<file path="config.mk">
export PLATFORM = sky130hd
export DESIGN_NAME = dtr_div
export DESIGN_NICKNAME = d
export VERILOG_FILES = /design/src/hw/rtl/dtr_pkg.sv /design/src/hw/rtl/dtr_div.sv
export SDC_FILE = /design/constraint.sdc
export NUM_CORES = 1
export LEC_CHECK = 0
export ABC_AREA = 1
export CORE_MARGIN = 4
export CORE_UTILIZATION = 40
export CTS_CLUSTER_SIZE = 16
export DETAILED_ROUTE_END_ITERATION = 10
export DONT_BUFFER_PORTS = 1
export SLEW_MARGIN = 0
export SYNTH_ARGS = -nofsm -noshare
export SYNTH_HDL_FRONTEND = slang
export SYNTH_SLANG_ARGS = --single-unit
</file>
<file path="constraint.sdc">
create_clock -name clock -period 5.14 [get_ports clock]
set_input_delay 1.028 -clock clock [delete_from_list [all_inputs] [get_ports clock]]
set_output_delay 1.028 -clock clock [all_outputs]
set_load 0.05 [all_outputs]
</file>
<file path="src/hw/rtl/dtr_pkg.sv">
// Shared types, constants and codes for the best-ratio subset selector.
`default_nettype none
package dtr_pkg;

   localparam int MAX_ITEMS  = 1024;
   localparam int IDX_W      = $clog2(MAX_ITEMS);
   localparam int CNT_W      = IDX_W + 1;
   localparam int VALUE_W    = 20;
   localparam int KEY_W      = 64;
   localparam int RATIO_W    = 43;
   localparam int FRAC_W     = 16;
   localparam int SUM_W      = 31;
   localparam int SCALED_W   = SUM_W + 7;
   localparam int NUM_W      = SCALED_W + FRAC_W;
   localparam int MAX_ROUNDS = 32;
   localparam int ROUND_W    = 6;
   localparam int DROP_W     = 11;
   localparam int ERR_W      = 2;
   localparam int LO_W       = 22;
   localparam int HI_W       = RATIO_W - LO_W;

   localparam logic [RATIO_W-1:0] START_RATIO = RATIO_W'(100) << FRAC_W;
   localparam logic [RATIO_W-1:0] RATIO_MAX   = {RATIO_W{1'b1}};

   localparam logic [ERR_W-1:0] ERR_OK       = 2'd0;
   localparam logic [ERR_W-1:0] ERR_NONE     = 2'd1;
   localparam logic [ERR_W-1:0] ERR_ZERO_WT  = 2'd2;
   localparam logic [ERR_W-1:0] ERR_TOO_MANY = 2'd3;

   typedef struct packed {
      logic [VALUE_W-1:0] score;
      logic [VALUE_W-1:0] weight;
      logic               last;
   } req_type;

   typedef struct packed {
      logic [RATIO_W-1:0] best_ratio;
      logic [ERR_W-1:0]   error;
   } rsp_type;

   typedef struct packed {
      logic [KEY_W-1:0]   key;
      logic [IDX_W-1:0]   idx;
      logic [VALUE_W-1:0] score;
      logic [VALUE_W-1:0] weight;
   } item_type;

   typedef struct packed {
      logic flush;
      logic shift;
   } chain_ctl_type;

endpackage
`default_nettype wire

</file>
<file path="src/hw/rtl/dtr_div.sv">
// Restoring divider, one quotient bit per cycle.
`default_nettype none
module dtr_div (
   input  wire                            clock,
   input  wire                            reset,
   input  wire                            start,
   input  wire [dtr_pkg::NUM_W-1:0]       num,
   input  wire [dtr_pkg::SUM_W-1:0]       den,
   output logic                           done,
   output logic [dtr_pkg::NUM_W-1:0]      quot
);

   localparam int STEP_W = $clog2(dtr_pkg::NUM_W);

   logic                         busy_ff, busy_in;
   logic                         done_ff, done_in;
   logic [STEP_W-1:0]            step_ff, step_in;
   logic [dtr_pkg::NUM_W-1:0]    num_ff, num_in;
   logic [dtr_pkg::NUM_W-1:0]    quot_ff, quot_in;
   logic [dtr_pkg::SUM_W-1:0]    den_ff, den_in;
   logic [dtr_pkg::SUM_W-1:0]    rem_ff, rem_in;
   logic [dtr_pkg::SUM_W:0]      trial;
   logic                         fits;

   always_comb begin
      trial   = {rem_ff, num_ff[dtr_pkg::NUM_W-1]};
      fits    = trial >= {1'b0, den_ff};
      busy_in = busy_ff;
      done_in = 1'b0;
      step_in = step_ff;
      num_in  = num_ff;
      quot_in = quot_ff;
      den_in  = den_ff;
      rem_in  = rem_ff;
      if (start) begin
         busy_in = 1'b1;
         step_in = '0;
         num_in  = num;
         den_in  = den;
         rem_in  = '0;
      end else if (busy_ff) begin
         num_in  = num_ff << 1;
         quot_in = {quot_ff[dtr_pkg::NUM_W-2:0], fits};
         rem_in  = fits ? dtr_pkg::SUM_W'(trial - {1'b0, den_ff})
                        : trial[dtr_pkg::SUM_W-1:0];
         step_in = step_ff + 1'b1;
         if (step_ff == STEP_W'(dtr_pkg::NUM_W - 1)) begin
            busy_in = 1'b0;
            done_in = 1'b1;
         end
      end
   end

   always_ff @(posedge clock) begin
      if (reset) begin
         busy_ff <= 1'b0;
         done_ff <= 1'b0;
      end else begin
         busy_ff <= busy_in;
         done_ff <= done_in;
      end
      step_ff <= step_in;
      num_ff  <= num_in;
      quot_ff <= quot_in;
      den_ff  <= den_in;
      rem_ff  <= rem_in;
   end

   assign done = done_ff;
   assign quot = quot_ff;

endmodule
`default_nettype wire

</file>
==> results of run 1 <==
-- worst max path at each step --
stage / end / cells after the start
6_report: rem_ff[8]$_SDFFE_PP0P_ / 14
5_1_grt: rem_ff[9]$_SDFFE_PP0P_ / 14
4_1_cts: rem_ff[8]$_SDFFE_PP0P_ / 14
3_5_place_dp: rem_ff[8]$_SDFFE_PP0P_ / 14
3_3_place_gp: rem_ff[18]$_SDFFE_PP0P_ / 15
2_1_floorplan: num_ff[0]$_SDFFCE_PN0P_ / 4
-- state kept, by name, indices dropped and copies added, names as in the netlist --
name and flops:
done 1, busy_ff 1, den_ff 31, quot 54, num_ff 54, step_ff 6
rem_ff 31
-- power by group --
part	internal, W	total [W]	switching [W]
sequential	0.00165	0.00172	0.0000762
combinational	0.0000655	0.000211	0.000145
clock	0.000752	0.00139	0.000635
-- routing by layer --
metal | vias to the layer above | track usage [%] | share of wire (%)
met5 | - | 0 | 0.034
met4 | 2 | 4.34 | 1.3
met3 | 24 | 4.34 | 5.3
met2 | 153 | 26.5 | 47
met1 | 3060 | 19.9 | 46
li1 | 3509 | - | -
-- layout by cell type (no fill, tap or decap), drive strengths merged, types with 2 or more instances in the layout --
cell / count
nor3: 9
nor2: 50
nand3: 79
xnor2: 12
o21ai: 17
and2: 4
dfxtp: 39
buf: 4
a21oi: 20
nand2: 475
edfxtp: 139
nand3b: 13
ha: 33
inv: 186
xor2: 3
bufinv: 2
clkinv: 14
clkbuf: 17
nand4: 7
-- metrics by stage --
step | power, W | worst slack [ns] | utilization [%] | cells
2_1_floorplan | 0.00192 | 1.57 | - | 1122
3_5_place_dp | 0.00197 | 2.48 | 42.2 | 1412
4_1_cts | 0.00337 | 2.47 | 45.0 | 1444
6_report | 0.00332 | 2.49 | 45.0 | 1445
5_1_grt | 0.00346 | 2.22 | 45.0 | 1445
3_3_place_gp | 0.00196 | 2.60 | 42.2 | 1412
-- worst max-delay path, delay by kind of cell, from the launching register on --
kind,cells,cell delay (ns)
compound gates,1,0.06
flops,1,0.38
fa+ha+maj,2,0.65
simple gates,10,1.33
buf+inv,1,0.09
-- cell type report --
cell class | instances | area (um2)
inverters | 188 | 706
diodes | 1 | 2.50
clock buffers | 17 | 425
multi-input cells | 729 | 3530
well taps | 313 | 392
flip-flops and latches | 178 | 4950
fillers | 2274 | 12500
clock inverters | 15 | 215
repair buffers | 4 | 30.0
-- logic make-up after synthesis --
kind of cell	Yosys count	share of synthesized area, %
buffers and inverters	215	9.17
and+or+nand+nor	640	29.3
DFF	178	53.1
adders and majority gates	34	4.64
AOI/OAI and AO/OA	40	2.40
xor gates and xnor gates	15	1.41
==> impl_metrics.tcl, run 1 <==
set metrics [dict create \
    synth_edf_count 139 \
    whs_path_depth 2 \
    initial_core_util_pct 41.0 \
    min_path_type "reg2reg" \
    antenna_left 0 \
    post_cts_buffers 0 \
    cts_tree "built" \
    final_area_um2 10300 \
    htreeDepth 4 \
    first_global_vias 6495 \
    worst_pin_slew_ns 0.867 \
    nNetsFinal 1240 \
    r2r_end "rem_ff[8]$_SDFFE_PP0P_" \
    end_kind "flop" \
    yosysMostFrequentCell "nand2_1" \
    async_flop_share_pct 0 \
    cts.clk_slew.worst_paths_ns 0.07 \
    slew_headroom_pct 42.1 \
    leakage_nw 4.91 \
    crit_path_top_delay_cell "fa_1" \
    synth_flop_cell "edfxtp_1" \
    yosys.area.top_type "edfxtp_1" \
    io_buffers 0 \
    hold_viol_final 0 \
    cts_resized 0 \
    design.core.area_um2 22800 \
    rr_worst_depth 14 \
    yosysWarningCount 0 \
    gp_congestion 0.867 \
    cp-startpoint "den_ff[0]$_DFFE_PP_" \
    io_pins 143 \
    yosysSeqAreaShare_pct 53.1 \
    insertion_delay_ns 0.44 \
    maxCapViolCount 0 \
    regToRegSetupSlack_ns 2.49 \
    vias_per_cell 4.67 \
    drt_pass1_iterations 5 \
    avgSynthCellArea_um2 8.32 \
    holdWs_ns 0.471 \
    fin_setup_tns_ns 0 \
    overflow 0 \
    fmax_ghz 0.378 \
    synth-seq-cells 178 \
    post_drt_wl_per_cell_um 14.1 \
    fin_crit_ns 2.65 \
    crit_fanout 32 \
    r2r_start "den_ff[0]$_DFFE_PP_" \
    ir_worst_vdd_mv 0.220 \
    die_h_um 161 \
    clock_skew_ns 0.0119 \
    routed_wl_um 20300 \
    gr-usage-all-layers_pct 15.7 \
    numCtsBuffers 17 \
    final_layout_size_suffix_gt1_share_pct 6.72 \
    cts_root_buffer "clkbuf_16" \
    arrival_ns 2.96 \
    place_area_um2 9620 \
    synthesis.nets 1244 \
    cts_buffer_depth 2 \
    hold_start "rem_ff[12]$_SDFFE_PP0P_" \
    synth_commonest_cells "nand2_1, inv_1, edfxtp_1, nand3_1, nor2_1" \
    grt_setup_unrepaired "no" \
    synthCells 1122 \
    grt_pass1_wl_um 32800 \
    setup_viol_count_final 0 \
    start_kind "flop" \
    yosys.area.top_type_share_pct 44.7 \
    clock-sinks 178 \
    worstHoldEndpoint "rem_ff[12]$_SDFFE_PP0P_" \
    die-area_um2 25900 \
    drc_errors 0 \
    vias 6748 \
    drtIter0Drc 471 \
    grt_start_max_net_pins 93 \
    crit_required_ns 5.45 \
    finalMaxSlewViolations 0 \
    synth_area_um2 9340 \
    power_density_nw_per_um2 324 \
    cp_common_cell "nand2_1" \
    dpl.hpwl_um 14500 \
    yosysUniqueCellTypes 38 \
    rows 55 \
    die_x_um 161 \
    antenna_found_initial 2 \
    finalCritPeriodShare_pct 51.5 \
    postCtsHoldBufs 0 \
    status "finished, final reports clean" \
    areaGrowthSynthToFinish_pct 9.87 \
    worstPathCellList "ha_1 > fa_1 > inv_1 > nand2_1 > nand2_1 > nand3_2 > nand2_2 > nand2_2 > nand3_2 > nand2_4 > nand2_4 > nand2_1 > nand3_1 > o21ai_1" \
    synth_area_leaders "edfxtp_1, nand2_1, dfxtp_1" \
    slowest_delay_ns 0.42 \
    worstSetupPathType "reg2reg" \
]
Power figures use the tool's default switching activity.
==> run 2, diff against run 1 <==
clock period = 2.7 ns   (was 5.14 ns; I/O delays follow)
==> run 2 against run 1 <==
Sequential power grew 91%. Cell count rose by 0.42%. Clock skew grew 0.0050 ns. Critical path depth increased by 1. Core utilization up 0.18 points. Routed wire length is 0.45% higher. Sequential share of layout area fell by 0.19 points. Hold slack lost 0.29 ns. Largest cell class unchanged. Largest power group unchanged. Highest routed layer is now met4.
==> impl_metrics.tcl, run 2 (synthesized netlist as in run 1, its figures left out) <==
set metrics [dict create \
    r2r_start "num_ff[53]$_DFFE_PP_" \
    gp_congestion 0.864 \
    die_h_um 161 \
    post_drt_wl_per_cell_um 14.1 \
    antenna_found_initial 2 \
    insertion_delay_ns 0.44 \
    start_kind "flop" \
    rows 55 \
    cts_root_buffer "clkbuf_16" \
    dpl.hpwl_um 14700 \
    fin_crit_ns 2.33 \
    crit_path_top_delay_cell "fa_1" \
    p_sw_share_pct 26.8 \
    cts_buffer_depth 2 \
    areaGrowthSynthToFinish_pct 10.3 \
    status "finished, final reports clean" \
    final_common_cell "nand2_1" \
    end_kind "flop" \
    grt_start_max_net_pins 93 \
    finalCritPeriodShare_pct 86.1 \
    antenna_left 0 \
    ir_worst_vdd_mv 0.330 \
    crit_required_ns 3.04 \
    routed_wl_um 20400 \
    fmax_ghz 0.430 \
    arrival_ns 2.66 \
    p_clk_share_pct 40.3 \
    p_switching_w 0.00166 \
    grt_setup_unrepaired "no" \
    maxCapViolCount 0 \
    overflow 0 \
    gr-usage-all-layers_pct 16.1 \
    clock_skew_ns 0.0169 \
    p_int_w 0.00452 \
    clock-sinks 178 \
    grt_pass1_wl_um 34000 \
    min_path_type "in2reg" \
    htreeDepth 4 \
    drc_errors 0 \
    comb_power_share_pct 6.6 \
    design.core.area_um2 22800 \
    finalMaxSlewViolations 0 \
    cp_common_cell "nand2_1" \
    worstPathCellList "inv_1 > ha_1 > fa_1 > inv_1 > nand2_1 > nand2_1 > nand3_2 > nand2_2 > nand2_2 > nand3_2 > nand2_4 > nand2_4 > nand3_1 > nand2_1 > nand2_1" \
    worstSetupPathType "reg2reg" \
    initial_core_util_pct 41.0 \
    cts_tree "built" \
    slowest_delay_ns 0.41 \
    power_density_nw_per_um2 600 \
    drt_pass1_iterations 5 \
    first_global_vias 6789 \
    drtIter0Drc 371 \
    cp_num_buf_inv 2 \
    die-area_um2 25900 \
    die_x_um 161 \
    hold_viol_final 0 \
    final_cell_mix "nand2_1, inv_1, edfxtp_1, nand3_1, nor2_1" \
    setup_viol_count_final 0 \
    vias_per_cell 4.67 \
    worst_pin_slew_ns 0.558 \
    numCtsBuffers 17 \
    fin_setup_tns_ns 0 \
    slew_headroom_pct 62.8 \
    cts_resized 0 \
    p_seq_share_pct 53.0 \
    post_cts_buffers 0 \
    nNetsFinal 1246 \
    holdWs_ns 0.182 \
    leakage_nw 4.94 \
    critPathTopFamily "simple AND/OR/NAND/NOR gates" \
    final_layout_size_suffix_gt1_share_pct 7.21 \
    vias 6779 \
    io_pins 143 \
    cts.clk_slew.worst_paths_ns 0.08 \
    hold_start "reset" \
    cp-startpoint "num_ff[53]$_DFFE_PP_" \
    crit_fanout 32 \
    io_buffers 0 \
    postCtsHoldBufs 0 \
]
run 2: metrics by stage:
step | cell area, um2 | instances | setup WS [ns] | util (%) | total power (W)
4_1_cts | 10300 | 1450 | 0.345 | 45.2 | 0.00626
2_1_floorplan | 9340 | 1122 | 0.496 | - | 0.00365
5_1_grt | 10300 | 1451 | 0.146 | 45.2 | 0.00647
3_3_place_gp | 9690 | 1418 | 0.417 | 42.5 | 0.00375
3_5_place_dp | 9690 | 1418 | 0.362 | 42.5 | 0.00375
6_report | 10300 | 1451 | 0.375 | 45.2 | 0.00618
run 2: cell type report:
type	count	area, um2
diodes	1	2.50
clock buffers	17	425
clock inverters	15	185
fillers	2261	12500
inverters	188	706
multi-input cells	729	3530
flip-flops and latches	178	4950
well taps	313	392
repair buffers	10	100
run 2: final timing paths:
check | to | slack [ns] | cells past startpoint
setup / recovery | rem_ff[29]$_SDFFE_PP0P_ | 0.37 | 15
hold / removal | done$_SDFF_PP0_ | 0.18 | 1
setup reg to reg | rem_ff[29]$_SDFFE_PP0P_ | 0.37 | 15
hold reg to reg | rem_ff[13]$_SDFFE_PP0P_ | 0.47 | 2
run 2: power by group through the flow:
stage                     registers, W  clock network (W)  logic (W)
after global placement         0.00334                  0   0.000412
final                          0.00328            0.00249   0.000410
after detailed placement       0.00334                  0   0.000412
after global routing           0.00329            0.00270   0.000473
after CTS                      0.00328            0.00257   0.000415
after floorplan                0.00332                  0   0.000324
run 2: layer usage:
layer	vias up	wire [um]	global-route usage, %
li1	3529	-	-
met1	3057	9750	21.5
met2	170	9180	25.9
met3	23	1200	4.67
met4	0	273	4.34
met5	-	0	0
